==> src/rtl/stdc_pkg.sv <==
// shared constants, types and the tap weight function for the six-tap delay cluster
// used by every module of the block except the generic stdc_ram; depends on nothing
package stdc_pkg;

	// delay line geometry
	localparam int LINE_LEN  = 16384;
	localparam int ADDR_W    = $clog2(LINE_LEN);
	localparam int OFF_W     = ADDR_W + 1;
	localparam int TAP_COUNT = 6;
	localparam int TAP_W     = 3;

	// sample and register widths
	localparam int SAMPLE_W   = 24;
	localparam int BASE_W     = 11;
	localparam int DIFF_W     = 17;
	localparam int CFG_DATA_W = 17;
	localparam int CFG_IDX_W  = 1;

	// register indexes
	localparam logic [CFG_IDX_W-1:0] REG_BASE_DELAY = 1'd0;
	localparam logic [CFG_IDX_W-1:0] REG_DIFFUSION  = 1'd1;

	// base delay limits and tap spacing
	localparam logic [BASE_W-1:0] BASE_MIN    = 11'd8;
	localparam logic [BASE_W-1:0] BASE_MAX    = 11'd1200;
	localparam int                STEP_W      = 7;
	localparam logic [STEP_W-1:0] STEP_MIN    = 7'd2;
	localparam int                DIV10_W     = 16;
	localparam logic [DIV10_W-1:0] DIV10_MUL  = 16'd52429;
	localparam int                DIV10_SHIFT = 19;

	// gain = floor((2^24 + 150 + 1344*diffusion) / 300), divide done as /4 then /75
	localparam logic [DIFF_W-1:0] DIFF_ONE      = 17'd65536;
	localparam int                NUM_W         = 27;
	localparam logic [NUM_W-1:0]  GAIN_NUM_BASE = 27'd16777366;
	localparam int                SLOPE_W       = 11;
	localparam logic [SLOPE_W-1:0] GAIN_SLOPE   = 11'd1344;
	localparam int                PRE_SHIFT     = 2;
	localparam int                RECIP_W       = 26;
	localparam logic [RECIP_W-1:0] GAIN_RECIP   = 26'd57266231;
	localparam int                RECIP_PROD_W  = NUM_W - PRE_SHIFT + RECIP_W;
	localparam int                GAIN_SHIFT    = 32;
	localparam int                GAIN_W        = 19;

	// accumulate and scale
	localparam int                SUM_W      = 28;
	localparam int                PROD_W     = 48;
	localparam int                OUT_SHIFT  = 24;
	localparam logic [PROD_W-1:0] ROUND_BIAS = 48'd8388608;
	localparam logic signed [SAMPLE_W-1:0] SAT_MAX = 24'sh7FFFFF;
	localparam logic signed [SAMPLE_W-1:0] SAT_MIN = 24'sh800000;

	typedef struct packed {
		logic [BASE_W-1:0] d0;
		logic [STEP_W-1:0] step;
		logic [GAIN_W-1:0] gain;
	} coef_t;

	typedef struct packed {
		logic             rd;
		logic             ok;
		logic             last;
		logic [TAP_W-1:0] tap;
	} tap_ctl_t;

	// weights 1,2,3,3,2,1
	function automatic logic [1:0] tap_weight(input logic [TAP_W-1:0] k);
		logic [1:0] w;
		case (k)
			3'd0: w = 2'd1;
			3'd1: w = 2'd2;
			3'd2: w = 2'd3;
			3'd3: w = 2'd3;
			3'd4: w = 2'd2;
			3'd5: w = 2'd1;
			default: w = 2'd0;
		endcase
		return w;
	endfunction

endpackage

==> src/rtl/stdc_coef.sv <==
// configuration registers and the derived tap spacing and output gain
// depends on stdc_pkg
module stdc_coef (
	input  logic                               clk,
	input  logic                               arst_n,
	input  logic                               cfg_we,
	input  logic [stdc_pkg::CFG_IDX_W-1:0]     cfg_idx,
	input  logic [stdc_pkg::CFG_DATA_W-1:0]    cfg_data,
	output stdc_pkg::coef_t                    coef
);
	import stdc_pkg::*;

	logic [BASE_W-1:0]          base_q;
	logic [DIFF_W-1:0]          diff_q;
	logic [BASE_W-1:0]          d0c;
	logic [BASE_W+DIV10_W-1:0]  q10;
	logic [STEP_W-1:0]          step_raw;
	logic [DIFF_W-1:0]          diffc;
	logic [DIFF_W+SLOPE_W-1:0]  slope_full;
	logic [NUM_W-1:0]           num_s1;
	logic [RECIP_PROD_W-1:0]    recip_s2;

	always_ff @(posedge clk or negedge arst_n) begin
		if (!arst_n) begin
			base_q <= 11'd11;
			diff_q <= '0;
		end else if (cfg_we) begin
			case (cfg_idx)
				REG_BASE_DELAY: base_q <= cfg_data[BASE_W-1:0];
				REG_DIFFUSION:  diff_q <= cfg_data[DIFF_W-1:0];
				default: ;
			endcase
		end
	end

	// clamped base delay and spacing max(2, d0/10)
	always_comb begin
		if (base_q < BASE_MIN) begin
			d0c = BASE_MIN;
		end else if (base_q > BASE_MAX) begin
			d0c = BASE_MAX;
		end else begin
			d0c = base_q;
		end
		q10      = d0c * DIV10_MUL;
		step_raw = q10[DIV10_SHIFT +: STEP_W];
	end

	// gain pipeline: the numerator is registered in num_s1, then the scaled product in recip_s2
	assign diffc      = (diff_q > DIFF_ONE) ? DIFF_ONE : diff_q;
	assign slope_full = diffc * GAIN_SLOPE;

	always_ff @(posedge clk) begin
		num_s1   <= GAIN_NUM_BASE + slope_full[NUM_W-1:0];
		recip_s2 <= num_s1[NUM_W-1:PRE_SHIFT] * GAIN_RECIP;
	end

	assign coef.d0   = d0c;
	assign coef.step = (step_raw < STEP_MIN) ? STEP_MIN : step_raw;
	assign coef.gain = recip_s2[GAIN_SHIFT +: GAIN_W];

endmodule

==> config.mk <==
export PLATFORM = sky130hd
export DESIGN_NAME = stdc_coef
export DESIGN_NICKNAME = d
export VERILOG_FILES = /design/src/rtl/stdc_pkg.sv /design/src/rtl/stdc_coef.sv
export SDC_FILE = /design/constraint.sdc
export NUM_CORES = 1
export LEC_CHECK = 0
export BUFFER_PORTS_ARGS = -buffer_cell sky130_fd_sc_hd__buf_2
export CAP_MARGIN = 15
export CORE_ASPECT_RATIO = 0.9
export CORE_MARGIN = 1.5
export CORE_UTILIZATION = 50
export CTS_CLUSTER_DIAMETER = 30
export DETAILED_ROUTE_END_ITERATION = 10
export GPL_TIMING_DRIVEN = 0
export MAX_ROUTING_LAYER = met4
export PLACE_DENSITY_LB_ADDON = 0.1
export SLEW_MARGIN = 30
export SYNTH_ARGS = -nofsm -noshare
export SYNTH_HDL_FRONTEND = slang
export SYNTH_SLANG_ARGS = --single-unit
==> constraint.sdc <==
create_clock -name clk -period 10.6 [get_ports clk]
set_input_delay 2.12 -clock clk [delete_from_list [all_inputs] [get_ports clk]]
set_output_delay 2.12 -clock clk [all_outputs]
set_load 0.01 [all_outputs]
# Yosys cells after proc, flatten, opt, wreduce, memory -nomap -nowiden
# Cells that the tools add are included.
dict set report op_classes {
  multipliers 3
  addsub 1
  magnitude_cmp 4
  reduce_logical 2
  bitwise_logic 1
  muxes 4
}
# cell n
set op_table {}
lappend op_table {{multiplier 25 x 26 -> 51 bit (second input constant)} 1}
lappend op_table {{adder 25 x 27 -> 27 bit (first input constant)} 1}
lappend op_table {{multiplier 11 x 16 -> 26 bit (second input constant)} 1}
lappend op_table {{2-to-1 mux 11 bit} 2}
lappend op_table {{multiplier 17 x 5 -> 21 bit (second input constant)} 1}
lappend op_table {{> comparator 17 bit (second input constant)} 1}
lappend op_table {{2-to-1 mux 17 bit} 1}
lappend op_table {{> comparator 11 bit (second input constant)} 1}
lappend op_table {{less-than comparator 11 x 4 -> 1 bit (second input constant)} 1}
lappend op_table {{less-than comparator 7 x 2 -> 1 bit (second input constant)} 1}
lappend op_table {{2-to-1 mux 7 bit} 1}
lappend op_table {{AND reduction 2 bit} 2}
lappend op_table {{inverter 1 bit} 1}
dict set report totals {
  inputBits 21
  word_cells 19
  register_bits 106
  out_inout_bits 37
}

# Longest topological paths before layout
dict set report logic_depth {
  depth_word 6
  mapped_depth 26
  mapped_depth_nobuf 25
}

# Worst setup path after synthesis
# OpenSTA, ideal clock, no wires.
dict set report synth_timing {
  path_type {register -> output}
  start {register base_q[9]}
  end {output coef[19] (netlist bit)}
  stages_incl_launch_ff 23
  t_required_ns 8.480
  path_slack_ns 2.453
  t_arrival_ns 6.027
  path_buffers 0
  cell_sequence {dfrtp_1 -> nor4_1 -> nor4bb_1 -> or2_0 -> and2_1 -> ha_1 -> inv_1 -> fa_1 -> inv_1 -> fa_1 -> inv_1 -> fa_1 -> inv_1 -> fa_1 -> ha_1 -> nand4_1 -> or4_1 -> o21a_1 -> a31oi_1 -> a41oi_1 -> o221ai_1 -> o211ai_1 -> o21a_1}
}
# item line_no
set synth_rtl {}
lappend synth_rtl {{start: declaration} stdc_coef.sv:13} ;# logic [BASE_W-1:0] base_q;
lappend synth_rtl {{start signal: assignment} stdc_coef.sv:29} ;# REG_BASE_DELAY: base_q <= cfg_data[BASE_W-1:0];
lappend synth_rtl {{end: declaration} stdc_coef.sv:9} ;# output stdc_pkg::coef_t coef

==> flow_summary.yaml <==
setup_path:
  critPathArrivalTime_ns: 7.30
  worst_setup_path_start_kind: "flip-flop"
  critPathRequiredTime_ns: 8.48
  critPathCaptureType: "output port"
  path_max_fanout: 6
  crit_type: "flip-flop to output port"
routing:
  drt_wl_total_um: 37170
  route.detailed.drc: 0
  postRouteAntennaNets: 0
  vias: 11500
  viasPerCell: 5.198
  firstDrtPassIters: 5
  wl_per_cell_um: 16.79
  drt-initial-drc-count: 537
worst_hold_path:
  hp-class: "flip-flop to flip-flop"
global_routing:
  gr-total-overflow: 0
  grt_max_degree: 29
  grt.total_usage_pct: 24.01
  grt_pass1_vias: 12160
  grt_pass1_wl_um: 61930
  grt_antenna_before_repair: 0
placement:
  dp_hpwl_um: 33500
  place_inst: 2197
  gp_congestion: 0.9277
  numPortBuffers: 57
yosys:
  syn_nets: 2361
  async_flop_share_pct: 41.18
  yosysSeqAreaShare_pct: 9.079
  yosys.area.top_type_share_pct: 30.79
  syn_area_um2: 16580
  ys_top_cells_by_area: "fa_1 (31%), ha_1 (28%), inv_1 (10%)"
  yosysWarnings: 0
  synth_edf_count: 0
  syn_inst: 1718
  ys_ff_latch: 68
  synth_ff_type: "dfxtp_1"
  avgSynthCellArea_um2: 9.650
  synth_largest_area_cell: "fa_1"
  ys_types: 68
clock_tree:
  cts_tree: "yes"
  clkLatencyLatePin_ns: 0.36
  cts_setup_buffers: 0
  ctsResizeCount: 0
  cts_sinks: 68
  cts.clk_slew.worst_paths_ns: 0.07
  hold_buffers: 0
  clock_path_buffers: 2
  numCtsBuffers: 9
  htree_levels: 3
  clock-root-buffer: "clkbuf_16"
floorplan:
  fp-row-count: 63
  coreArea_um2: 32790
  num_io_pins: 58
  die-area_um2: 34260
  start_util_pct: 50.56
  die_h_um: 175.7
  die_x_um: 194.9
finish:
  layout_common_cells: "inv_1 (462), ha_1 (367), fa_1 (255)"
  syn_to_final_growth_pct: 6.777
  fin_cells: 2213
  drive_gt1_share_pct: 6.700
  nNetsFinal: 2429
  antenna_cells: 0
  layout_commonest_cell: "inv_1"
timing:
  hold_viol_final: 0
  max_freq_ghz: 0.1061
  finalSetupTns_ns: 0
  drv_slew: 0
  setup_viol: 0
  fin_crit_ns: 9.423
  worst_pin_slew_ns: 0.8385
  relSlewSlack_pct: 43.96
  grt_setup_unrepaired: "false"
  finalClockSkew_ns: 0.01167
  holdWs_ns: 0.5246
  post-route-period-util_pct: 88.90
run:
  drv_cap: 0
status:
  status: "complete, no violations"
[registers in the layout, summed over array words and instances, names as in the netlist]
name	cells
num_s1	21
recip_s2	19
diff_q	17
base_q	11
[worst paths after layout]
path | from | to | slack (ns) | cells past startpoint
worst max-delay path | base_q[9]$_DFFE_PN0P_ | coef[19] | 1.18 | 23
worst min-delay path | diff_q[4]$_DFFE_PN0P_ | diff_q[4]$_DFFE_PN0P_ | 0.52 | 1
worst max register to register | num_s1[7]$_DFF_P_ | recip_s2[44]$_DFF_P_ | 2.83 | 22
worst min register to register | diff_q[4]$_DFFE_PN0P_ | diff_q[4]$_DFFE_PN0P_ | 0.52 | 1
max in group asynchronous | arst_n | diff_q[10]$_DFFE_PN0P_ | 8.44 | 1
min in group asynchronous | arst_n | base_q[6]$_DFFE_PN0P_ | 1.76 | 1
[routing by layer]
layer / track usage, % / part of all wire (%)
met5: - / 0
met4: 4.134 / 1.5
met3: 3.955 / 4.4
met2: 39.03 / 46
met1: 32.06 / 48
[cell usage after synthesis, drive strengths merged (25+ instances only)]
| cell type | n |
|---|---|
| nand3 | 35 |
| fa | 255 |
| dfxtp | 40 |
| inv | 462 |
| nor2 | 39 |
| xnor2 | 44 |
| mux2 | 28 |
| ha | 367 |
| o21ai | 34 |
| a21oi | 63 |
| dfrtp | 25 |
| a21o | 33 |
| nand2 | 67 |
[kinds of logic (layout without fill, tap and decap cells)]
logic type	count (synthesis)	after routing	share of synthesized area, %
AO/OA/AOI/OAI	211	211	8.611
multiplexers	33	33	2.204
AND/OR/NAND/NOR	245	245	7.675
adder cells (fa/ha/maj)	622	622	58.49
flip-flops	68	68	9.079
XOR/XNOR	57	57	3.011
buffers and inverters	482	555	10.93
[worst max-delay path, stage by stage, from the launching register on]
cell      delay, ns
dfrtp_1        0.43
nor4_1         0.37
nor4bb_1       0.39
or2_0          0.30
nand2_1        0.09
and2_1         0.18
ha_1           0.28
inv_1          0.07
fa_1           0.47
fa_1           0.56
inv_1          0.07
fa_1           0.55
inv_1          0.06
fa_1           0.46
ha_1           0.35
nand4_1        0.13
or4_1          0.52
o21a_1         0.21
a31oi_1        0.47
a41oi_1        0.29
o221ai_1       0.23
o211ai_1       0.14
o21a_1         0.19
buf_2          0.13
[final cells by class]
type,instances,area (um2)
clock inverter,7,82.58
inverter,462,1734
fill,3062,15090
buffer,20,77.57
sequential,68,1505
timing repair buffer,57,285.3
clock buffer,9,225.2
tap,422,528.0
multi-input combinational,1168,13260
[stage by stage]
step	worst slack, ns	cell area (um2)	util [%]
2_1_floorplan	2.453	16580	-
3_3_place_gp	1.696	17390	53.04
3_5_place_dp	1.568	17390	53.04
4_1_cts	1.169	17700	53.98
5_1_grt	0.7477	17700	53.98
6_report	1.177	17700	53.98
Power is not shown: default switching activity piles up to over one toggle a cycle in this logic, so the estimate is an artifact.
