**src/rtl/stdc_pkg.sv**
```systemverilog
// shared constants, types and the tap weight function for the six-tap delay cluster
// used by every module of the block except the generic stdc_ram; depends on nothing
package stdc_pkg;

	// delay line geometry
	localparam int LINE_LEN  = 16384;
	localparam int ADDR_W    = $clog2(LINE_LEN);
	localparam int OFF_W     = ADDR_W + 1;
	localparam int TAP_COUNT = 6;
	localparam int TAP_W     = 3;

	// sample and register widths
	localparam int SAMPLE_W   = 24;
	localparam int BASE_W     = 11;
	localparam int DIFF_W     = 17;
	localparam int CFG_DATA_W = 17;
	localparam int CFG_IDX_W  = 1;

	// register indexes
	localparam logic [CFG_IDX_W-1:0] REG_BASE_DELAY = 1'd0;
	localparam logic [CFG_IDX_W-1:0] REG_DIFFUSION  = 1'd1;

	// base delay limits and tap spacing
	localparam logic [BASE_W-1:0] BASE_MIN    = 11'd8;
	localparam logic [BASE_W-1:0] BASE_MAX    = 11'd1200;
	localparam int                STEP_W      = 7;
	localparam logic [STEP_W-1:0] STEP_MIN    = 7'd2;
	localparam int                DIV10_W     = 16;
	localparam logic [DIV10_W-1:0] DIV10_MUL  = 16'd52429;
	localparam int                DIV10_SHIFT = 19;

	// gain = floor((2^24 + 150 + 1344*diffusion) / 300), divide done as /4 then /75
	localparam logic [DIFF_W-1:0] DIFF_ONE      = 17'd65536;
	localparam int                NUM_W         = 27;
	localparam logic [NUM_W-1:0]  GAIN_NUM_BASE = 27'd16777366;
	localparam int                SLOPE_W       = 11;
	localparam logic [SLOPE_W-1:0] GAIN_SLOPE   = 11'd1344;
	localparam int                PRE_SHIFT     = 2;
	localparam int                RECIP_W       = 26;
	localparam logic [RECIP_W-1:0] GAIN_RECIP   = 26'd57266231;
	localparam int                RECIP_PROD_W  = NUM_W - PRE_SHIFT + RECIP_W;
	localparam int                GAIN_SHIFT    = 32;
	localparam int                GAIN_W        = 19;

	// accumulate and scale
	localparam int                SUM_W      = 28;
	localparam int                PROD_W     = 48;
	localparam int                OUT_SHIFT  = 24;
	localparam logic [PROD_W-1:0] ROUND_BIAS = 48'd8388608;
	localparam logic signed [SAMPLE_W-1:0] SAT_MAX = 24'sh7FFFFF;
	localparam logic signed [SAMPLE_W-1:0] SAT_MIN = 24'sh800000;

	typedef struct packed {
		logic [BASE_W-1:0] d0;
		logic [STEP_W-1:0] step;
		logic [GAIN_W-1:0] gain;
	} coef_t;

	typedef struct packed {
		logic             rd;
		logic             ok;
		logic             last;
		logic [TAP_W-1:0] tap;
	} tap_ctl_t;

	// weights 1,2,3,3,2,1
	function automatic logic [1:0] tap_weight(input logic [TAP_W-1:0] k);
		logic [1:0] w;
		case (k)
			3'd0: w = 2'd1;
			3'd1: w = 2'd2;
			3'd2: w = 2'd3;
			3'd3: w = 2'd3;
			3'd4: w = 2'd2;
			3'd5: w = 2'd1;
			default: w = 2'd0;
		endcase
		return w;
	endfunction

endpackage

```
**src/rtl/stdc_mac.sv**
```systemverilog
// weighted tap accumulator, gain multiply, rounding, saturation and output register
// depends on stdc_pkg
module stdc_mac (
	input  logic                                clk,
	input  logic                                arst_n,
	input  stdc_pkg::tap_ctl_t                  ctl,
	input  logic [stdc_pkg::SAMPLE_W-1:0]       rd_data,
	input  logic [stdc_pkg::GAIN_W-1:0]         gain,
	output logic                                loaded,
	output logic                                dst_valid,
	input  logic                                dst_stall,
	output logic signed [stdc_pkg::SAMPLE_W-1:0] sample_out
);
	import stdc_pkg::*;

	tap_ctl_t                  ctl_s1;
	logic signed [SUM_W-1:0]   acc_q;
	logic                      done_q;
	logic signed [PROD_W-1:0]  prod_q;
	logic                      prod_valid_q;
	logic                      dst_valid_q;
	logic signed [SUM_W-1:0]   ext;
	logic signed [SUM_W-1:0]   term;
	logic signed [GAIN_W:0]    gain_s;
	logic signed [PROD_W-1:0]  prod_w;
	logic [PROD_W-1:0]         rounded;
	logic signed [PROD_W-OUT_SHIFT-1:0] q_full;
	logic signed [SAMPLE_W-1:0] q_sat;

	always_comb begin
		ext = {{(SUM_W-SAMPLE_W){rd_data[SAMPLE_W-1]}}, rd_data};
		case (tap_weight(ctl_s1.tap))
			2'd1: term = ext;
			2'd2: term = ext <<< 1;
			2'd3: term = ext + (ext <<< 1);
			default: term = '0;
		endcase
		if (!ctl_s1.ok) begin
			term = '0;
		end
	end

	assign gain_s = $signed({1'b0, gain});
	assign prod_w = acc_q * gain_s;

	// round half up, floor shift, clamp to 24 bits
	always_comb begin
		rounded = prod_q + ROUND_BIAS;
		q_full  = rounded[PROD_W-1:OUT_SHIFT];
		if (q_full > PROD_W'(SAT_MAX)) begin
			q_sat = SAT_MAX;
		end else if (q_full < PROD_W'(SAT_MIN)) begin
			q_sat = SAT_MIN;
		end else begin
			q_sat = q_full[SAMPLE_W-1:0];
		end
	end

	assign loaded    = prod_valid_q && (!dst_valid_q || !dst_stall);
	assign dst_valid = dst_valid_q;

	always_ff @(posedge clk or negedge arst_n) begin
		if (!arst_n) begin
			ctl_s1       <= '0;
			done_q       <= 1'b0;
			prod_valid_q <= 1'b0;
			dst_valid_q  <= 1'b0;
		end else begin
			ctl_s1 <= ctl;
			done_q <= ctl_s1.rd && ctl_s1.last;
			if (done_q) begin
				prod_valid_q <= 1'b1;
			end else if (loaded) begin
				prod_valid_q <= 1'b0;
			end
			if (loaded) begin
				dst_valid_q <= 1'b1;
			end else if (!dst_stall) begin
				dst_valid_q <= 1'b0;
			end
		end
	end

	always_ff @(posedge clk) begin
		if (ctl_s1.rd) begin
			acc_q <= ((ctl_s1.tap == '0) ? '0 : acc_q) + term;
		end
		if (done_q) begin
			prod_q <= prod_w;
		end
		if (loaded) begin
			sample_out <= q_sat;
		end
	end

endmodule

```
**config.mk**
```make
export PLATFORM = sky130hd
export DESIGN_NAME = stdc_mac
export DESIGN_NICKNAME = d
export VERILOG_FILES = /design/src/rtl/stdc_pkg.sv /design/src/rtl/stdc_mac.sv
export SDC_FILE = /design/constraint.sdc
export NUM_CORES = 2
export LEC_CHECK = 0
export BUFFER_PORTS_ARGS = -buffer_cell sky130_fd_sc_hd__clkbuf_2
export CORE_UTILIZATION = 30
export CTS_CLUSTER_DIAMETER = 200
export DETAILED_ROUTE_END_ITERATION = 10
export GPL_TIMING_DRIVEN = 0
export PLACE_DENSITY = 0.5
export SYNTH_ARGS = -nofsm -noshare
export SYNTH_HDL_FRONTEND = slang
export SYNTH_SLANG_ARGS = --single-unit
```
**constraint.sdc**
```tcl
create_clock -name clk -period 14.5 [get_ports clk]
set_input_delay 0.725 -clock clk [delete_from_list [all_inputs] [get_ports clk]]
set_output_delay 0.725 -clock clk [all_outputs]
set_load 0.005 [all_outputs]
```
Word-level counts from Yosys, hierarchy flattened
Cells that the tools add are included.
{"block": "totals", "regBits": 109, "out_inout_bits": 26, "input_bits": 52, "word_cells": 44}
{"block": "op_classes", "mux": 9, "n_reduce_logical": 10, "mul": 1, "add_sub_neg": 3, "eq_ne": 9, "n_lt_le_gt_ge": 2}
{"operator": "28-bit one-hot mux with 3 select lines", "n": 1}
{"operator": "28-bit 2-to-1 mux", "n": 2}
{"operator": "48-bit by 24-bit adder with 48-bit output (second input constant)", "n": 1}
{"operator": "28-bit by 20-bit multiplier with 48-bit output", "n": 1}
{"operator": "28-bit adder", "n": 1}
{"operator": "24-bit by 25-bit adder with 26-bit output", "n": 1}
{"operator": "24-bit > comparator (second input constant)", "n": 1}
{"operator": "24-bit < comparator (second input constant)", "n": 1}
{"operator": "24-bit 2-to-1 mux", "n": 1}
{"operator": "3-bit by 2-bit equality test with 1-bit output (second input constant)", "n": 2}
{"operator": "3-bit equality test (second input constant)", "n": 2}
{"operator": "2-bit one-hot mux with 3 select lines", "n": 1}
{"operator": "2-bit OR reduction", "n": 3}
{"operator": "2-bit equality test (second input constant)", "n": 2}
{"operator": "1-bit 2-to-1 mux", "n": 4}
{"operator": "3-bit by 1-bit equality test with 1-bit output (second input constant)", "n": 1}
{"operator": "3-bit logical NOT", "n": 1}
{"operator": "2-bit by 1-bit equality test with 1-bit output (second input constant)", "n": 1}
{"operator": "1-bit logical AND", "n": 2}
{"operator": "1-bit logical NOT", "n": 2}
{"operator": "2-bit inequality test (second input constant)", "n": 1}
{"operator": "2-bit nonzero test", "n": 1}
{"operator": "1-bit logical OR", "n": 1}

Logic depth before layout (Yosys ltp)
{"block": "depth", "ltp_word": 7, "depth_mapped": 27, "depth_no_buf": 26}

Worst setup path before layout
No wires, ideal clock.
{"block": "synth_path", "kind": "input to register", "from": "input port gain[11] (netlist bit)", "to": "register prod_q[46], data pin", "n_path_buf": 2, "t_arrival_ns": 7.151, "required_ns": 14.242, "setup_ns": 0.258, "cell_stages": 26, "path_slack_ns": 7.091, "path_cell_list": "clkbuf_1 -> clkbuf_1 -> nand2_1 -> fa_1 -> inv_1 -> fa_1 -> inv_1 -> fa_1 -> inv_1 -> fa_1 -> fa_1 -> fa_1 -> inv_1 -> fa_1 -> inv_1 -> ha_1 -> and4_1 -> nand4_1 -> a2111o_1 -> a31o_4 -> a21oi_4 -> o211ai_2 -> a2111o_1 -> nand3b_2 -> a21oi_1 -> xnor2_1"}
{"block": "synth_via", "elab_chain_len": 1}
{"element": "from (decl)", "line_no": "stdc_mac.sv:8", "source": "input logic [stdc_pkg::GAIN_W-1:0] gain,"}
{"element": "28-bit by 20-bit multiplier with 48-bit output", "line_no": "stdc_mac.sv:44", "source": "assign prod_w = acc_q * gain_s;"}
{"element": "named net prod_w[46]", "line_no": "stdc_mac.sv:25", "source": "logic signed [PROD_W-1:0] prod_w;"}
{"element": "to (signal assigned)", "line_no": "stdc_mac.sv:89", "source": "prod_q <= prod_w;"}
{"element": "to (decl)", "line_no": "stdc_mac.sv:19", "source": "logic signed [PROD_W-1:0] prod_q;"}
The timed path passes the listed nets, and every way through them passes these cells.
A chain may end at the register's enable or synchronous reset.

Worst setup path after layout
{"block": "layout_path", "from": "input port gain[13] (netlist bit)", "to": "register prod_q[46], data pin"}
Same word-level chain as after synthesis.

==> PnR_summary.wiki <==
{| class="wikitable"
! Metric !! Value
|-
| Setup repair after global routing missed its margin || false
|-
| Ys Warns || 0
|-
| Share of flip-flops with an asynchronous set or reset after synthesis || 10.5%
|-
| Final number of max-transition violations || 0
|-
| Total global-route track usage || 18.5%
|-
| Global-route wire length before repair || 113000 µm
|-
| Number of buffers inserted during clock tree synthesis || 9
|-
| CP Data Required Time || 14.64 ns
|-
| Antenna violations before repair || 4
|-
| Critical Path Slowest Stage Cell || sky130_fd_sc_hd__buf_1
|-
| Cell area after synthesis || 0.0246 mm²
|-
| Number of instances in the synthesized netlist || 2593
|-
| Chip height || 289 µm
|-
| Sequential standard cell area || 0.00254 mm²
|-
| Fraction of final layout cells with drive strength greater than 1 || 3.92%
|-
| Crit-path max cell delay || 0.71 ns
|-
| Result of the run || complete, but fails checks
|-
| Total Wirelength || 72600 µm
|-
| EDFF count, synth || 77
|-
| Via count || 17.3k
|-
| Seq/Total Area, Yosys || 10.3%
|-
| Detail-routed net length per standard cell || 19.4 µm
|-
| Final Non-Filler Cells || 3741
|-
| Startpoint-to-endpoint class of the critical path || in2reg
|-
| Max cap viols || 0
|-
| Final worst hold slack || 0.252 ns
|-
| Vias per cell || 4.63
|-
| Area of the die || 0.0832 mm²
|-
| Largest net degree at the start of global routing || 30
|-
| Number of global-route vias before repair || 18.7k
|-
| Critical path endpoint category || register
|-
| Cell variety after synth || 62
|-
| Most frequent cell on the critical path || sky130_fd_sc_hd__fa_1
|-
| Final ANT Viol Nets || 0
|-
| Number of placed cells counting well taps || 3722
|-
| Utilization of the core after routing || 33.0%
|-
| Master cell of the clock root buffer || sky130_fd_sc_hd__clkbuf_16
|-
| Weighted congestion reported at the end of routability-driven placement || 0.883
|-
| DRC violations left || 4
|-
| CP Buf/Inv Count || 7
|-
| Top-Level Pins || 78
|-
| Critical Path Fanout Max || 10
|-
| Worst clock skew || 0.0178 ns
|-
| Crit path arrival time || 8.66 ns
|-
| Floorplan Core Area || 0.0809 mm²
|-
| Largest delay share family, worst path || adder cells
|-
| Period Utilization, post-route || 58.8%
|-
| Clock sinks || 86
|-
| H-tree lvl count || 3
|-
| Highest Clock Rate || 117 MHz
|-
| Detailed-placement wirelength estimate || 60600 µm
|-
| CTS-repair resized insts || 0
|-
| Number of nets in the final layout || 3437
|-
| Final setup viols || 0
|-
| Final hold violations || 0
|-
| Clock input transition at the sequential cells of the worst setup and hold paths || 0.07 ns
|-
| Most used routing layer || met2
|-
| Bufs on Longest Clock Path || 2
|-
| Count of buffers from port buffering || 69
|-
| Starting density of the core || 30.4%
|-
| Failing checks || DRC
|-
| Clock latency on the worst-skew pair || 0.40 ns
|-
| Kind of path behind the tightest hold check || in2async
|-
| DRC violation total after the first TritonRoute iteration || 923
|-
| GR met3 Demand/Resource || 1.55%
|-
| GR Util met1 || 24.2%
|-
| Register bit total from synthesis || 86
|-
| Grt ovf || 0
|-
| FILL cells || 8592
|-
| # rows || 104
|-
| Clock tree from TritonCTS || built
|-
| Most instantiated flip-flop cell in the synthesis netlist || sky130_fd_sc_hd__edfxtp_1
|-
| DIE WIDTH || 289 µm
|-
| Aggregate negative setup slack || 0 ns
|-
| Worst Max-Slew Pin Slew || 1.23 ns
|-
| Post-synthesis to final-layout area growth || 8.32%
|-
| Type of element launching the critical path || input pin
|-
| Fin crit period || 8.52 ns
|-
| Number of optimization iterations in the first detailed-route pass || 10
|-
| Number of post-CTS setup repair buffers || 0
|-
| Synthesized net count || 3356
|-
| Area used by multi-input combinational logic || 0.0194 mm²
|-
| Synthesized area per cell || 9.50 µm²
|-
| CTS hold repair buffers || 0
|-
| Max-slew headroom || 18.3%
|-
| Met2 capacity usage during global routing || 32.2%
|}
## synthesized netlist by cell type, drive strengths merged (14+ instances only)
library cell | number | area [µm²]
inv | 609 | 2290
fa | 536 | 10700
and2 | 340 | 2130
nand2 | 233 | 875
ha | 175 | 2190
clkbuf | 112 | 420
edfxtp | 77 | 2310
xnor2 | 74 | 648
a21oi | 66 | 342
nor2b | 37 | 231
nor2 | 34 | 128
o21ai | 33 | 165
xor2 | 31 | 272
a21o | 30 | 225
mux2i | 23 | 230
nand3 | 21 | 105
o22ai | 20 | 125
nor3 | 14 | 75.1
## flip-flops by register name (all words and copies together) (netlist names)
signal / cells
acc_q: 28
ctl_s1: 6
done_q: 1
dst_valid: 1
prod_q: 25
prod_valid_q: 1
sample_out: 24
## routing by layer
metal / vias to the layer above / routed length, µm
li1: 7951 / -
met3: 82 / 2490
met5: - / 0
met2: 321 / 35800
met4: 0 / 2300
met1: 8982 / 31900
## stage by stage
| stage | setup WS [ns] | instance area [µm²] |
|---|---|---|
| after floorplan | 7.09 | 24600 |
| after global placement | 5.45 | 26300 |
| after detailed placement | 5.46 | 26300 |
| after CTS | 5.90 | 26600 |
| after global routing | 5.66 | 26700 |
| final | 5.98 | 26700 |
## layout by cell type, fill, tap and decap left out, drive strengths merged, types with 5 or more instances in the layout
| master | Yosys | routed |
|---|---|---|
| nand2b | 13 | 13 |
| or2 | 7 | 7 |
| nand2 | 233 | 233 |
| edfxtp | 77 | 77 |
| o21bai | 6 | 6 |
| nor3 | 14 | 14 |
| and3 | 5 | 5 |
| o21ai | 33 | 33 |
| nand4 | 13 | 13 |
| nor2 | 34 | 34 |
| nand3 | 21 | 21 |
| o211ai | 7 | 7 |
| a211o | 5 | 5 |
| ha | 175 | 175 |
| a21oi | 66 | 66 |
| dfrtp | 9 | 9 |
| clkbuf | 112 | 190 |
| o22ai | 20 | 20 |
| and2 | 340 | 340 |
| fa | 536 | 536 |
| xnor2 | 74 | 74 |
| xor2 | 31 | 31 |
| nor2b | 37 | 37 |
| and4 | 6 | 6 |
| inv | 609 | 612 |
| mux2i | 23 | 23 |
| a21o | 30 | 30 |
| a31oi | 6 | 6 |
## kinds of logic (layout without fill, tap and decap cells)
group	count (synthesis)	in the layout	share of synthesized area, %
AO/OA/AOI/OAI	213	213	5.73
other	0	2	0
XOR/XNOR	105	105	3.73
multiplexers	23	23	0.935
flip-flops	86	86	10.3
adder cells (fa/ha/maj)	711	711	52.5
AND/OR/NAND/NOR	732	732	15.8
buffers and inverters	723	809	11.0
## layout make-up
cell class	count	area share, %
antenna	2	0.0188
clock inverter	7	0.385
sequential	86	9.51
clock buffer	9	0.844
multi-input combinational	1784	72.7
timing repair buffer	70	1.40
tap	1060	4.97
buffer	114	1.60
inverter	609	8.57
## worst paths after layout
kind / from / endpoint / slack, ns / cells after the start
hold / removal: arst_n / ctl_s1[0] / 0.25 / 1
min in group clk: ctl[2] / ctl_s1[2] / 0.43 / 1
setup / recovery: gain[13] / prod_q[46] / 5.98 / 26
hold reg to reg: prod_valid_q / dst_valid / 0.49 / 1
max in group asynchronous: arst_n / prod_valid_q / 13.92 / 1
setup reg to reg: acc_q[27] / prod_q[44] / 6.48 / 26
Power is not shown: default switching activity piles up to over one toggle a cycle in this logic, so the estimate is an artifact.
