--- src/rtl/stdc_pkg.sv ---
// shared constants, types and the tap weight function for the six-tap delay cluster
// used by every module of the block except the generic stdc_ram; depends on nothing
package stdc_pkg;

	// delay line geometry
	localparam int LINE_LEN  = 16384;
	localparam int ADDR_W    = $clog2(LINE_LEN);
	localparam int OFF_W     = ADDR_W + 1;
	localparam int TAP_COUNT = 6;
	localparam int TAP_W     = 3;

	// sample and register widths
	localparam int SAMPLE_W   = 24;
	localparam int BASE_W     = 11;
	localparam int DIFF_W     = 17;
	localparam int CFG_DATA_W = 17;
	localparam int CFG_IDX_W  = 1;

	// register indexes
	localparam logic [CFG_IDX_W-1:0] REG_BASE_DELAY = 1'd0;
	localparam logic [CFG_IDX_W-1:0] REG_DIFFUSION  = 1'd1;

	// base delay limits and tap spacing
	localparam logic [BASE_W-1:0] BASE_MIN    = 11'd8;
	localparam logic [BASE_W-1:0] BASE_MAX    = 11'd1200;
	localparam int                STEP_W      = 7;
	localparam logic [STEP_W-1:0] STEP_MIN    = 7'd2;
	localparam int                DIV10_W     = 16;
	localparam logic [DIV10_W-1:0] DIV10_MUL  = 16'd52429;
	localparam int                DIV10_SHIFT = 19;

	// gain = floor((2^24 + 150 + 1344*diffusion) / 300), divide done as /4 then /75
	localparam logic [DIFF_W-1:0] DIFF_ONE      = 17'd65536;
	localparam int                NUM_W         = 27;
	localparam logic [NUM_W-1:0]  GAIN_NUM_BASE = 27'd16777366;
	localparam int                SLOPE_W       = 11;
	localparam logic [SLOPE_W-1:0] GAIN_SLOPE   = 11'd1344;
	localparam int                PRE_SHIFT     = 2;
	localparam int                RECIP_W       = 26;
	localparam logic [RECIP_W-1:0] GAIN_RECIP   = 26'd57266231;
	localparam int                RECIP_PROD_W  = NUM_W - PRE_SHIFT + RECIP_W;
	localparam int                GAIN_SHIFT    = 32;
	localparam int                GAIN_W        = 19;

	// accumulate and scale
	localparam int                SUM_W      = 28;
	localparam int                PROD_W     = 48;
	localparam int                OUT_SHIFT  = 24;
	localparam logic [PROD_W-1:0] ROUND_BIAS = 48'd8388608;
	localparam logic signed [SAMPLE_W-1:0] SAT_MAX = 24'sh7FFFFF;
	localparam logic signed [SAMPLE_W-1:0] SAT_MIN = 24'sh800000;

	typedef struct packed {
		logic [BASE_W-1:0] d0;
		logic [STEP_W-1:0] step;
		logic [GAIN_W-1:0] gain;
	} coef_t;

	typedef struct packed {
		logic             rd;
		logic             ok;
		logic             last;
		logic [TAP_W-1:0] tap;
	} tap_ctl_t;

	// weights 1,2,3,3,2,1
	function automatic logic [1:0] tap_weight(input logic [TAP_W-1:0] k);
		logic [1:0] w;
		case (k)
			3'd0: w = 2'd1;
			3'd1: w = 2'd2;
			3'd2: w = 2'd3;
			3'd3: w = 2'd3;
			3'd4: w = 2'd2;
			3'd5: w = 2'd1;
			default: w = 2'd0;
		endcase
		return w;
	endfunction

endpackage

--- src/rtl/stdc_seq.sv ---
// item sequencer: write pointer, tap offsets and delay line addressing
// depends on stdc_pkg
module stdc_seq (
	input  logic                        clk,
	input  logic                        arst_n,
	input  logic                        src_valid,
	output logic                        src_stall,
	input  stdc_pkg::coef_t             coef,
	input  logic                        loaded,
	output logic                        wr_en,
	output logic [stdc_pkg::ADDR_W-1:0] wr_addr,
	output logic                        rd_en,
	output logic [stdc_pkg::ADDR_W-1:0] rd_addr,
	output stdc_pkg::tap_ctl_t          ctl
);
	import stdc_pkg::*;

	localparam logic [1:0] ST_IDLE  = 2'd0;
	localparam logic [1:0] ST_TAP   = 2'd1;
	localparam logic [1:0] ST_DRAIN = 2'd2;

	localparam logic [OFF_W-1:0]  OFF_MAX  = OFF_W'(LINE_LEN - 3);
	localparam logic [OFF_W-1:0]  OFF_MIN  = OFF_W'(1);
	localparam logic [OFF_W-1:0]  LINE_OFF = OFF_W'(LINE_LEN);
	localparam logic [ADDR_W-1:0] PTR_LAST = ADDR_W'(LINE_LEN - 1);
	localparam logic [TAP_W-1:0]  TAP_LAST = TAP_W'(TAP_COUNT - 1);

	logic [1:0]        state_q;
	logic [TAP_W-1:0]  tap_q;
	logic [OFF_W-1:0]  off_q;
	logic [ADDR_W-1:0] wp_q;
	logic [ADDR_W-1:0] cur_q;
	logic              wrap_q;
	logic              accept;
	logic [OFF_W-1:0]  offc;
	logic [OFF_W-1:0]  cur_ext;
	logic [OFF_W-1:0]  raddr_full;

	assign src_stall = (state_q != ST_IDLE);
	assign accept    = src_valid && !src_stall;

	assign wr_en   = accept;
	assign wr_addr = wp_q;

	always_comb begin
		if (off_q > OFF_MAX) begin
			offc = OFF_MAX;
		end else if (off_q < OFF_MIN) begin
			offc = OFF_MIN;
		end else begin
			offc = off_q;
		end
		cur_ext = {1'b0, cur_q};
		if (offc > cur_ext) begin
			raddr_full = cur_ext + LINE_OFF - offc;
		end else begin
			raddr_full = cur_ext - offc;
		end
	end

	assign rd_en    = (state_q == ST_TAP);
	assign rd_addr  = raddr_full[ADDR_W-1:0];
	assign ctl.rd   = rd_en;
	// entries never written since reset read as zero
	assign ctl.ok   = wrap_q || (offc <= cur_ext);
	assign ctl.last = (tap_q == TAP_LAST);
	assign ctl.tap  = tap_q;

	always_ff @(posedge clk or negedge arst_n) begin
		if (!arst_n) begin
			state_q <= ST_IDLE;
			tap_q   <= '0;
			off_q   <= '0;
			wp_q    <= '0;
			cur_q   <= '0;
			wrap_q  <= 1'b0;
		end else begin
			case (state_q)
				ST_IDLE: begin
					if (accept) begin
						cur_q   <= wp_q;
						wp_q    <= (wp_q == PTR_LAST) ? '0 : wp_q + 1'b1;
						wrap_q  <= wrap_q || (wp_q == PTR_LAST);
						off_q   <= OFF_W'(coef.d0);
						tap_q   <= '0;
						state_q <= ST_TAP;
					end
				end
				ST_TAP: begin
					off_q <= off_q + OFF_W'(coef.step);
					tap_q <= tap_q + 1'b1;
					if (tap_q == TAP_LAST) begin
						state_q <= ST_DRAIN;
					end
				end
				ST_DRAIN: begin
					if (loaded) begin
						state_q <= ST_IDLE;
					end
				end
				default: state_q <= ST_IDLE;
			endcase
		end
	end

endmodule

--- config.mk ---
export PLATFORM = sky130hd
export DESIGN_NAME = stdc_seq
export DESIGN_NICKNAME = d
export VERILOG_FILES = /design/src/rtl/stdc_pkg.sv /design/src/rtl/stdc_seq.sv
export SDC_FILE = /design/constraint.sdc
export NUM_CORES = 1
export LEC_CHECK = 0
export BUFFER_PORTS_ARGS = -buffer_cell sky130_fd_sc_hd__buf_2
export CAP_MARGIN = 20
export CORE_MARGIN = 2
export CORE_UTILIZATION = 45
export DETAILED_ROUTE_END_ITERATION = 12
export PLACE_DENSITY = 0.7
export SYNTH_ARGS = -nofsm -noshare
export SYNTH_HDL_FRONTEND = slang
export SYNTH_SLANG_ARGS = --single-unit
--- constraint.sdc ---
create_clock -name clk -period 5.91 [get_ports clk]
set_input_delay 1.182 -clock clk [delete_from_list [all_inputs] [get_ports clk]]
set_output_delay 1.182 -clock clk [all_outputs]
set_load 0.01 [all_outputs]
=== Word-level counts from Yosys, hierarchy flattened ===
Cells that the tools add are included.

* Memory bits (writable): 0
* Memory bits (read-only): 0
* Latch bits: 0
* Input bits: 41
* Output and inout bits: 37
* Memories kept: 0
* Word-level logic and storage cells: 45
* Register bits after elaboration: 49

* Reduce and logical (&&, ||, !) cells: 10
* Shift operators: 0
* Bitwise gates (word level): 0
* Eq/ne operators: 7
* Add/sub/neg operators: 6
* Multipliers: 0
* Order comparisons: 4
* Divide/modulo/power cells: 0
* Multiplexer cells: 12

{| class="wikitable"
|+ Operators by type and width
! operator !! number
|-
| 15-bit two-way mux || 3
|-
| 15-bit one-hot mux with 2 select lines || 1
|-
| 14-bit by 1-bit adder with 14-bit output (second input constant) || 2
|-
| 14-bit two-way mux || 2
|-
| 14-bit subtractor || 2
|-
| 15-bit by 7-bit adder with 15-bit output || 1
|-
| 15-bit by 14-bit greater-than comparator with 1-bit output || 1
|-
| 15-bit by 14-bit greater-than comparator with 1-bit output (second input constant) || 1
|-
| 15-bit by 14-bit <= comparator with 1-bit output || 1
|-
| 15-bit by 1-bit less-than comparator with 1-bit output (second input constant) || 1
|-
| 14-bit equality test (second input constant) || 1
|-
| 2-bit two-way mux || 3
|-
| 2-bit one-hot mux with 3 select lines || 1
|-
| 3-bit one-hot mux with 2 select lines || 1
|-
| 2-bit inequality test (second input constant) || 2
|-
| 2-bit AND reduction || 2
|-
| 2-bit nonzero test || 2
|-
| 3-bit by 1-bit adder with 3-bit output (second input constant) || 1
|-
| 3-bit equality test (second input constant) || 1
|-
| 3-bit two-way mux || 1
|-
| 3-bit AND reduction || 1
|-
| 2-bit by 1-bit equality test with 1-bit output (second input constant) || 1
|-
| 2-bit equality test (second input constant) || 1
|-
| 2-bit logical NOT || 1
|-
| 4 further kinds || 5
|}

=== Logic depth before layout (Yosys ltp) ===
Gate-level depths: netlist of run 1.

* Depth after elaboration: 5
* Gate-level depth with buffers: 13
* Mapped depth without buffers: 13

=== Worst setup path after synthesis of run 1 ===
OpenSTA, ideal clock, no wires.

* Path kind: flip-flop to output port
* Start point: register off_q[10]
* End point: output rd_addr[12] in the netlist's numbering
* Slack: 2,272 ps
* Stages on the path, launching flop included: 14
* Arrival: 2,456 ps
* Path buffers: 0
* Data required time: 4,728 ps
* Cell sequence: dfrtp_1 and3_1 nand2_1 nor4_1 nor2_1 nand2_1 inv_1 fa_1 nor2b_1 o21ai_0 nand2b_1 a21oi_1 o31ai_1 xor2_1

* Word-level cells in the longest chain between the ends: 5
* Elaborated cells between the ends (all ways): 8
* Classes of those cells: 2 x add/sub; 3 x order compare; 3 x mux

{| class="wikitable"
|+ Ends and longest elaborated chain
! what !! line !! text
|-
| start: declaration || stdc_seq.sv:30 || <nowiki>logic [OFF_W-1:0] off_q;</nowiki>
|-
| start signal: assignment || stdc_seq.sv:84 || <nowiki>off_q <= OFF_W'(coef.d0);</nowiki>
|-
| start signal: assignment || stdc_seq.sv:90 || <nowiki>off_q <= off_q + OFF_W'(coef.step);</nowiki>
|-
| 15-bit by 1-bit less-than comparator with 1-bit output || stdc_seq.sv:48 || <nowiki>end else if (off_q < OFF_MIN) begin</nowiki>
|-
| 15-bit two-way mux || stdc_seq.sv:48 ||
|-
| 15-bit two-way mux * || stdc_seq.sv:46 || <nowiki>if (off_q > OFF_MAX) begin</nowiki>
|-
| 14-bit subtractor (tied with other cells) || stdc_seq.sv:57 || <nowiki>raddr_full = cur_ext - offc;</nowiki>
|-
| 14-bit two-way mux * || stdc_seq.sv:54 || <nowiki>if (offc > cur_ext) begin</nowiki>
|-
| end: declaration || stdc_seq.sv:13 || <nowiki>output logic [stdc_pkg::ADDR_W-1:0] rd_addr,</nowiki>
|}

Mark *: on every way between the ends. The rest lies on a longest branch, timed or not.

=== Worst setup path in the final report of run 1 ===
Ends and elaborated chain as after synthesis.

==> impl_metrics.csv, run 1 <==
group,metric,value,unit
yosys,yosys_warning_total,0,
power_and_ir_drop,p_seq_share,27.1,%
sta,final.setup_skew,5.37,ps
floorplan,start_util,46.5,%
yosys,area_fraction_in_compound_gates_after_synthesis,17.7,%
worst_hold_path,hold_path_startpoint,"tap_q[2]$_DFFE_PN0P_",
sta,unrepaired_setup_endpoints_after_global_routing,"false",
layout,fin_nets,532,
power_and_ir_drop,p_comb_share,60.3,%
grt,grt_pass1_vias,2917,
cts,clock-root-buffer,"sky130_fd_sc_hd__clkbuf_8",
setup_path,worst_path_most_repeated_cell,"sky130_fd_sc_hd__nand2_1",
layout,antennaDiodeCount,0,
yosys,synthArstFlopShare,100,%
setup_path,path_max_fanout,7,
floorplan,die-area,0.00872,sq mm
yosys,synth_cells,396,
sta,max_clock_freq,229,MHz
grt,grtUsageTotal,20.0,%
yosys,yosys.area_share.adder,14.3,%
cts,clkLatencyLatePin,300,ps
yosys,synth-xor-area-share,6.09,%
yosys,synth_fp_nets,477,
setup_path,critical_path.top_delay_family,"simple AND/OR/NAND/NOR gates",
cts,cts.sinks,49,
yosys,largest_family_of_logic_cells_by_synthesized_area,"simple AND/OR/NAND/NOR gates",
power_and_ir_drop,cell_int_power,1.07,mW
drt,number_of_drc_violations_after_detailed_routing,0,
drt,drtAntennaViolNets,0,
yosys,syn-mean-instance-area,9.07,sq um
yosys,synth_sequential_area_ratio,34.1,%
floorplan,fp-row-count,32,
layout,fin_cells,554,
placement,gp_congestion,0.856,
floorplan,boundaryPins,78,
cts,post_cts.resized_instances,0,
layout,flow.area_growth_from_synthesis,13.5,%
drt,routedWlPerCell,14.5,um
sta,post-route-period-util,73.9,%
cts,cts_tree,"done",
grt,grt_antenna_before_repair,0,
cts,cts_setup_buffers,0,
layout,fillerInstances,760,
layout,drive_above_1_share,22.1,%
power_and_ir_drop,leakage,2.01,nW
layout,post-route-cell-area,0.00408,sq mm
status,run_status,"completed",
sta,hold_viol,0,
drt,detail_route.iter0.violations,140,
cts,cts_hold_buffers,0,
placement,dp.final_hpwl,6120,um
sta,min_period,4370,ps
setup_path,critical_path.cell_chain,"and3_1, nand2_1, nor4_1, nor2_1, nand2_1, inv_1, fa_1, nor2b_1, o21ai_0, nand2b_1, a21oi_1, o31ai_1, xor2_1, buf_2",
power_and_ir_drop,cellPowerDensity,484,mW/mm^2
floorplan,die_w,93.4,um
drt,drt-pass1-iter-count,4,
floorplan,dieHeight,93.4,um
placement,buffer_ports.inserted,58,
floorplan,placeableCoreArea,0.00773,sq mm
cts,cts_made_buffers,5,
cts,clkSlewWorstSetupHoldPaths,90,ps
flow_run,cap_viol_max_count,0,
sta,tightest_pin_transition,818,ps
power_and_ir_drop,power.total,1.97,mW
setup_path,worstSetupStartpointType,"register",
yosys,synth.ff_latch_count,49,
yosys,synth_area,0.00359,sq mm
drt,vias_per_cell,5.36,
worst_hold_path,min-delay-path-class,"reg -> reg",
cts,ctsLongestPathBuffers,2,
setup_path,timing.critical_path.to_type,"output port",
setup_path,critical_path.startpoint,"off_q[10]$_DFFE_PN0P_",
setup_path,cp_slowest_stage_delay,460,ps
yosys,synth_flop_cell,"sky130_fd_sc_hd__dfrtp_1",
setup_path,data_arrival_time_of_the_critical_path,3180,ps
placement,dp.cells,546,
grt,grt_pass1_wl,14100,um
drt,finalWirelength,8030,um
setup_path,critical_path_buf_inv_count,2,
power_and_ir_drop,share_clk_of_total_power,12.6,%
sta,setup_violations,0,
setup_path,cp_max_stage_cell,"sky130_fd_sc_hd__dfrtp_1",
yosys,simple_gate_area_share_of_the_yosys_netlist,20.1,%
sta,slew-limit-headroom,45.3,%
setup_path,path_class,"reg -> out",
cts,cts_htree_levels,2,
yosys,synth.lib_cells_used.distinct,62,
power_and_ir_drop,p_switching,0.899,mW
drt,vias,2970,
setup_path,required_time_at_the_endpoint_of_the_critical_path,4730,ps
placement,placedInstanceArea,0.00396,sq mm
yosys,synthMuxAreaShare,1.74,%
sta,maxSlewViolCount,0,
grt,grt_start_max_net_pins,50,
power_and_ir_drop,power.share.switching,45.6,%
yosys,synth_enable_flop_cells,0,
grt,grt_overflow,0,
power_and_ir_drop,ir_drop,0.000230,V
setup_path,startpoint_of_the_lowest_slack_register_to_register_path,"off_q[0]$_DFFE_PN0P_",
sta,fin_tns_setup,0,ps
final timing paths:
path,to,slack [ps],cells past startpoint
max in group asynchronous,off_q[4]$_DFFE_PN0P_,4520,2
hold / removal,tap_q[2]$_DFFE_PN0P_,520,1
min in group asynchronous,cur_q[12]$_DFFE_PN0P_,980,2
setup / recovery,rd_addr[12],1540,14
setup reg to reg,off_q[8]$_DFFE_PN0P_,3620,9
hold reg to reg,tap_q[2]$_DFFE_PN0P_,520,1
per-layer routing:
layer / up-vias / wire (um) / GRT usage [%]
li1: 1471 / - / -
met1: 1431 / 3870 / 28.2
met2: 60 / 3760 / 32.9
met3: 8 / 321 / 2.66
met4: 0 / 76 / 4.29
met5: - / 0 / 0
cell usage in the layout (no fill, tap or decap), drive strengths merged, types with 6 or more instances in the layout:
cell    count
a21o       11
inv        38
nand2      46
o21ai      33
nand3      13
nor2b       6
xnor2      14
ha         38
xor2       11
clkbuf      6
nand2b      7
nor2       22
dfrtp      49
nor3        7
a21oi      15
buf        59
or2        12
power by group through the flow:
stage	combinational, mW	clock [mW]	sequential (mW)
finish	1.19	0.248	0.535
global route	1.35	0.266	0.552
CTS	1.20	0.255	0.533
detailed placement	1.19	0	0.539
global placement	1.16	0	0.535
floorplan	0.889	0	0.514
sequential cells by signal, summed over array words and instances, names as in the netlist:
| signal | count |
|---|---|
| cur_q | 14 |
| off_q | 15 |
| state_q | 2 |
| tap_q | 3 |
| wr_addr | 14 |
| wrap_q | 1 |
area by class of cell:
cell class | instances | area, sq um | share of cell area [%]
Clock inverter | 2 | 37.5 | 0.920
Timing Repair Buffer | 59 | 298 | 7.30
Multi-Input combinational cell | 297 | 2160 | 52.9
Sequential cell | 49 | 1230 | 30.1
Clock buffer | 6 | 82.6 | 2.02
Inverter | 39 | 151 | 3.71
Tap cell | 102 | 128 | 3.13
through the flow:
stage | setup WS, ps | hold WS (ps) | utilization, %
2_1_floorplan | 2270 | 440 | -
3_3_place_gp | 1960 | 494 | 51.2
3_5_place_dp | 1920 | 491 | 51.2
4_1_cts | 1550 | 526 | 52.8
5_1_grt | 1300 | 547 | 52.8
6_report | 1540 | 520 | 52.8
cells in the mapped netlist (all sizes together), types with 3 or more instances:
cell type / count / share of area [%]
a21o: 11 / 2.3
o21ai: 33 / 4.8
nand4: 5 / 0.87
a22oi: 4 / 0.84
o211ai: 4 / 0.84
nand3: 13 / 2.2
mux2i: 4 / 1.1
nor4: 5 / 0.87
nor3: 7 / 0.97
and3: 3 / 0.66
nor2: 22 / 2.9
nand2: 46 / 5.1
nor2b: 6 / 1.1
ha: 38 / 13
inv: 38 / 4.0
dfrtp: 49 / 34
or2: 12 / 2.1
clkbuf: 7 / 0.84
buf: 4 / 0.80
xnor2: 14 / 3.4
a21oi: 15 / 2.3
xor2: 11 / 2.7
o21a: 3 / 0.63
a221o: 5 / 1.4
nand2b: 7 / 1.2
kinds of logic after synthesis:
group | Yosys count
AO/OA/AOI/OAI | 90
multiplexers | 6
buffers and inverters | 50
adder cells (fa/ha/maj) | 40
flip-flops | 49
AND/OR/NAND/NOR | 136
XOR/XNOR | 25
Note: power is estimated with default switching activity, not from simulation.
==> run 2, diff against run 1 <==
--- a/config.mk
+++ b/config.mk
@@ -10,7 +10,7 @@
 export CORE_MARGIN = 2
 export CORE_UTILIZATION = 45
 export DETAILED_ROUTE_END_ITERATION = 12
-export PLACE_DENSITY = 0.7
+export PLACE_DENSITY = 0.73
 export SYNTH_ARGS = -nofsm -noshare
 export SYNTH_HDL_FRONTEND = slang
 export SYNTH_SLANG_ARGS = --single-unit
==> constraint.sdc (replaced) <==
create_clock -name clk -period 3.9 [get_ports clk]
set_input_delay 0.78 -clock clk [delete_from_list [all_inputs] [get_ports clk]]
set_output_delay 0.78 -clock clk [all_outputs]
set_load 0.01 [all_outputs]
==> run 2 against run 1 <==
Via count grew 1.3%. Routed wire length up 3.8%. First-iteration DRC count increased by 36%. Register-to-register slack worse by 2000 ps. Non-clock buffer count is 13 higher. Sequential share of layout area down 0.96 points. Global-route usage rose by 0.20 points. Sequential cell count unchanged. Critical path depth down 1. Critical endpoint is now rd_addr[9].
==> impl_metrics.csv, run 2 (synthesized netlist as in run 1, its figures left out) <==
group,metric,value,unit
cts,cts_tree,"done",
setup_path,timing.critical_path.to_type,"output port",
drt,number_of_drc_violations_after_detailed_routing,0,
floorplan,start_util,46.5,%
grt,grtUsageTotal,20.2,%
power_and_ir_drop,leakage,2.09,nW
setup_path,reg2reg_slack,1590,ps
cts,cts_hold_buffers,0,
setup_path,ff_to_ff_path_depth,9,
setup_path,timing.rr.end,"off_q[8]$_DFFE_PN0P_",
layout,layout_commonest_cell,"sky130_fd_sc_hd__buf_2",
drt,finalWirelength,8340,um
sta,max_clock_freq,264,MHz
cts,clock-root-buffer,"sky130_fd_sc_hd__clkbuf_8",
cts,cts_made_buffers,5,
sta,slew-limit-headroom,46.7,%
drt,drt-pass1-iter-count,4,
drt,detail_route.iter0.violations,190,
setup_path,path_class,"reg -> out",
sta,tightest_pin_transition,797,ps
setup_path,startpoint_of_the_lowest_slack_register_to_register_path,"off_q[0]$_DFFE_PN0P_",
sta,min_period,3790,ps
grt,grt_start_max_net_pins,50,
placement,buffer_ports.inserted,58,
sta,maxSlewViolCount,0,
grt,grt_overflow,0,
layout,largest_register_ff_count,15,
sta,setup_violations,0,
worst_hold_path,min-delay-path-class,"in -> async",
status,run_status,"completed",
drt,routedWlPerCell,14.7,um
layout,final_cell_mix,"sky130_fd_sc_hd__buf_2, sky130_fd_sc_hd__dfrtp_1, sky130_fd_sc_hd__nand2_1, sky130_fd_sc_hd__ha_1, sky130_fd_sc_hd__inv_1",
layout,top_register,"off_q",
layout,flow.area_growth_from_synthesis,17.7,%
cts,clkSlewWorstSetupHoldPaths,90,ps
grt,grt_pass1_wl,14200,um
sta,post-route-period-util,97.1,%
floorplan,dieHeight,93.4,um
layout,antennaDiodeCount,0,
setup_path,data_arrival_time_of_the_critical_path,3010,ps
layout,drive_above_1_share,26.9,%
floorplan,die-area,0.00872,sq mm
sta,fin_tns_setup,0,ps
sta,final.setup_skew,3.36,ps
setup_path,path_max_fanout,5,
cts,cts.sinks,49,
placement,dp.final_hpwl,6190,um
power_and_ir_drop,ir_drop,0.000342,V
grt,grt_antenna_before_repair,0,
drt,vias_per_cell,5.31,
floorplan,boundaryPins,78,
grt,grt_pass1_vias,2906,
cts,cts_htree_levels,2,
cts,ctsLongestPathBuffers,2,
floorplan,placeableCoreArea,0.00773,sq mm
flow_run,cap_viol_max_count,0,
sta,hold_viol,0,
sta,setup_ws,113,ps
setup_path,required_time_at_the_endpoint_of_the_critical_path,3120,ps
drt,vias,3008,
placement,gp_congestion,0.860,
cts,clkLatencyLatePin,300,ps
floorplan,die_w,93.4,um
layout,fin_nets,545,
placement,dpl_worst_slack,261,ps
setup_path,worstSetupStartpointType,"register",
drt,drtAntennaViolNets,0,
floorplan,fp-row-count,32,
power_and_ir_drop,cellPowerDensity,731,mW/mm^2
run 2: stage by stage:
stage	hold WS [ps]	area, sq um	utilization, %	power (mW)	instances
5_1_grt	354	4230	54.7	3.38	567
3_5_place_dp	507	3960	51.2	2.62	546
4_1_cts	519	4090	52.9	2.97	557
3_3_place_gp	496	3960	51.2	2.56	546
2_1_floorplan	440	3590	-	2.13	396
6_report	352	4230	54.7	3.09	567
run 2: power by group:
group          total [mW]  internal [mW]  switching, mW
Clock               0.333          0.161          0.172
Sequential          0.795          0.642          0.153
Combinational        1.96          0.874           1.09
run 2: how the worst max path moves through the flow:
| stage | from | endpoint | depth (start not counted) |
|---|---|---|---|
| after detailed placement | off_q[10]$_DFFE_PN0P_ | rd_addr[10] | 14 |
| after floorplan | off_q[10]$_DFFE_PN0P_ | rd_addr[12] | 13 |
| after global placement | off_q[10]$_DFFE_PN0P_ | rd_addr[12] | 14 |
| final | off_q[7]$_DFFE_PN0P_ | rd_addr[9] | 13 |
| after CTS | off_q[7]$_DFFE_PN0P_ | rd_addr[9] | 13 |
| after global routing | off_q[12]$_DFFE_PN0P_ | rd_addr[9] | 14 |
run 2: layer usage:
layer  part of all wire, %  track usage (%)  up-vias
met2                    48             32.8       78
li1                      -                -     1506
met5                     0                0        -
met3                   4.4             2.74       14
met1                    46             28.4     1410
met4                   1.7             5.39        0
run 2: layout make-up:
type	count	area, sq um
clock buffers	7	96.3
well taps	102	128
flip-flops and latches	49	1230
repair buffers	72	408
multi-input cells	297	2210
fillers	728	3500
inverters	39	151
clock inverters	1	5.00
run 2: what timing repair did:
item                                   in CTS  in global routing
pin swaps                                   0                  9
gates resized for setup                     1                 14
setup buffers                               3                  9
setup endpoints to repair                   5                  8
endpoints found under the hold margin       0                  0
run 2: critical path, cell delays in order, from the launching register on:
cell                      delay, ps
sky130_fd_sc_hd__dfrtp_2        420
sky130_fd_sc_hd__nand3_1        160
sky130_fd_sc_hd__nor4_4         310
sky130_fd_sc_hd__nor2_1          90
sky130_fd_sc_hd__nand2_1        110
sky130_fd_sc_hd__inv_2           70
sky130_fd_sc_hd__ha_1           280
sky130_fd_sc_hd__nor2b_1        150
sky130_fd_sc_hd__o21ai_2        210
sky130_fd_sc_hd__o21ai_4        100
sky130_fd_sc_hd__or3_4          380
sky130_fd_sc_hd__a21oi_2        140
sky130_fd_sc_hd__xnor2_1        140
sky130_fd_sc_hd__buf_2          160
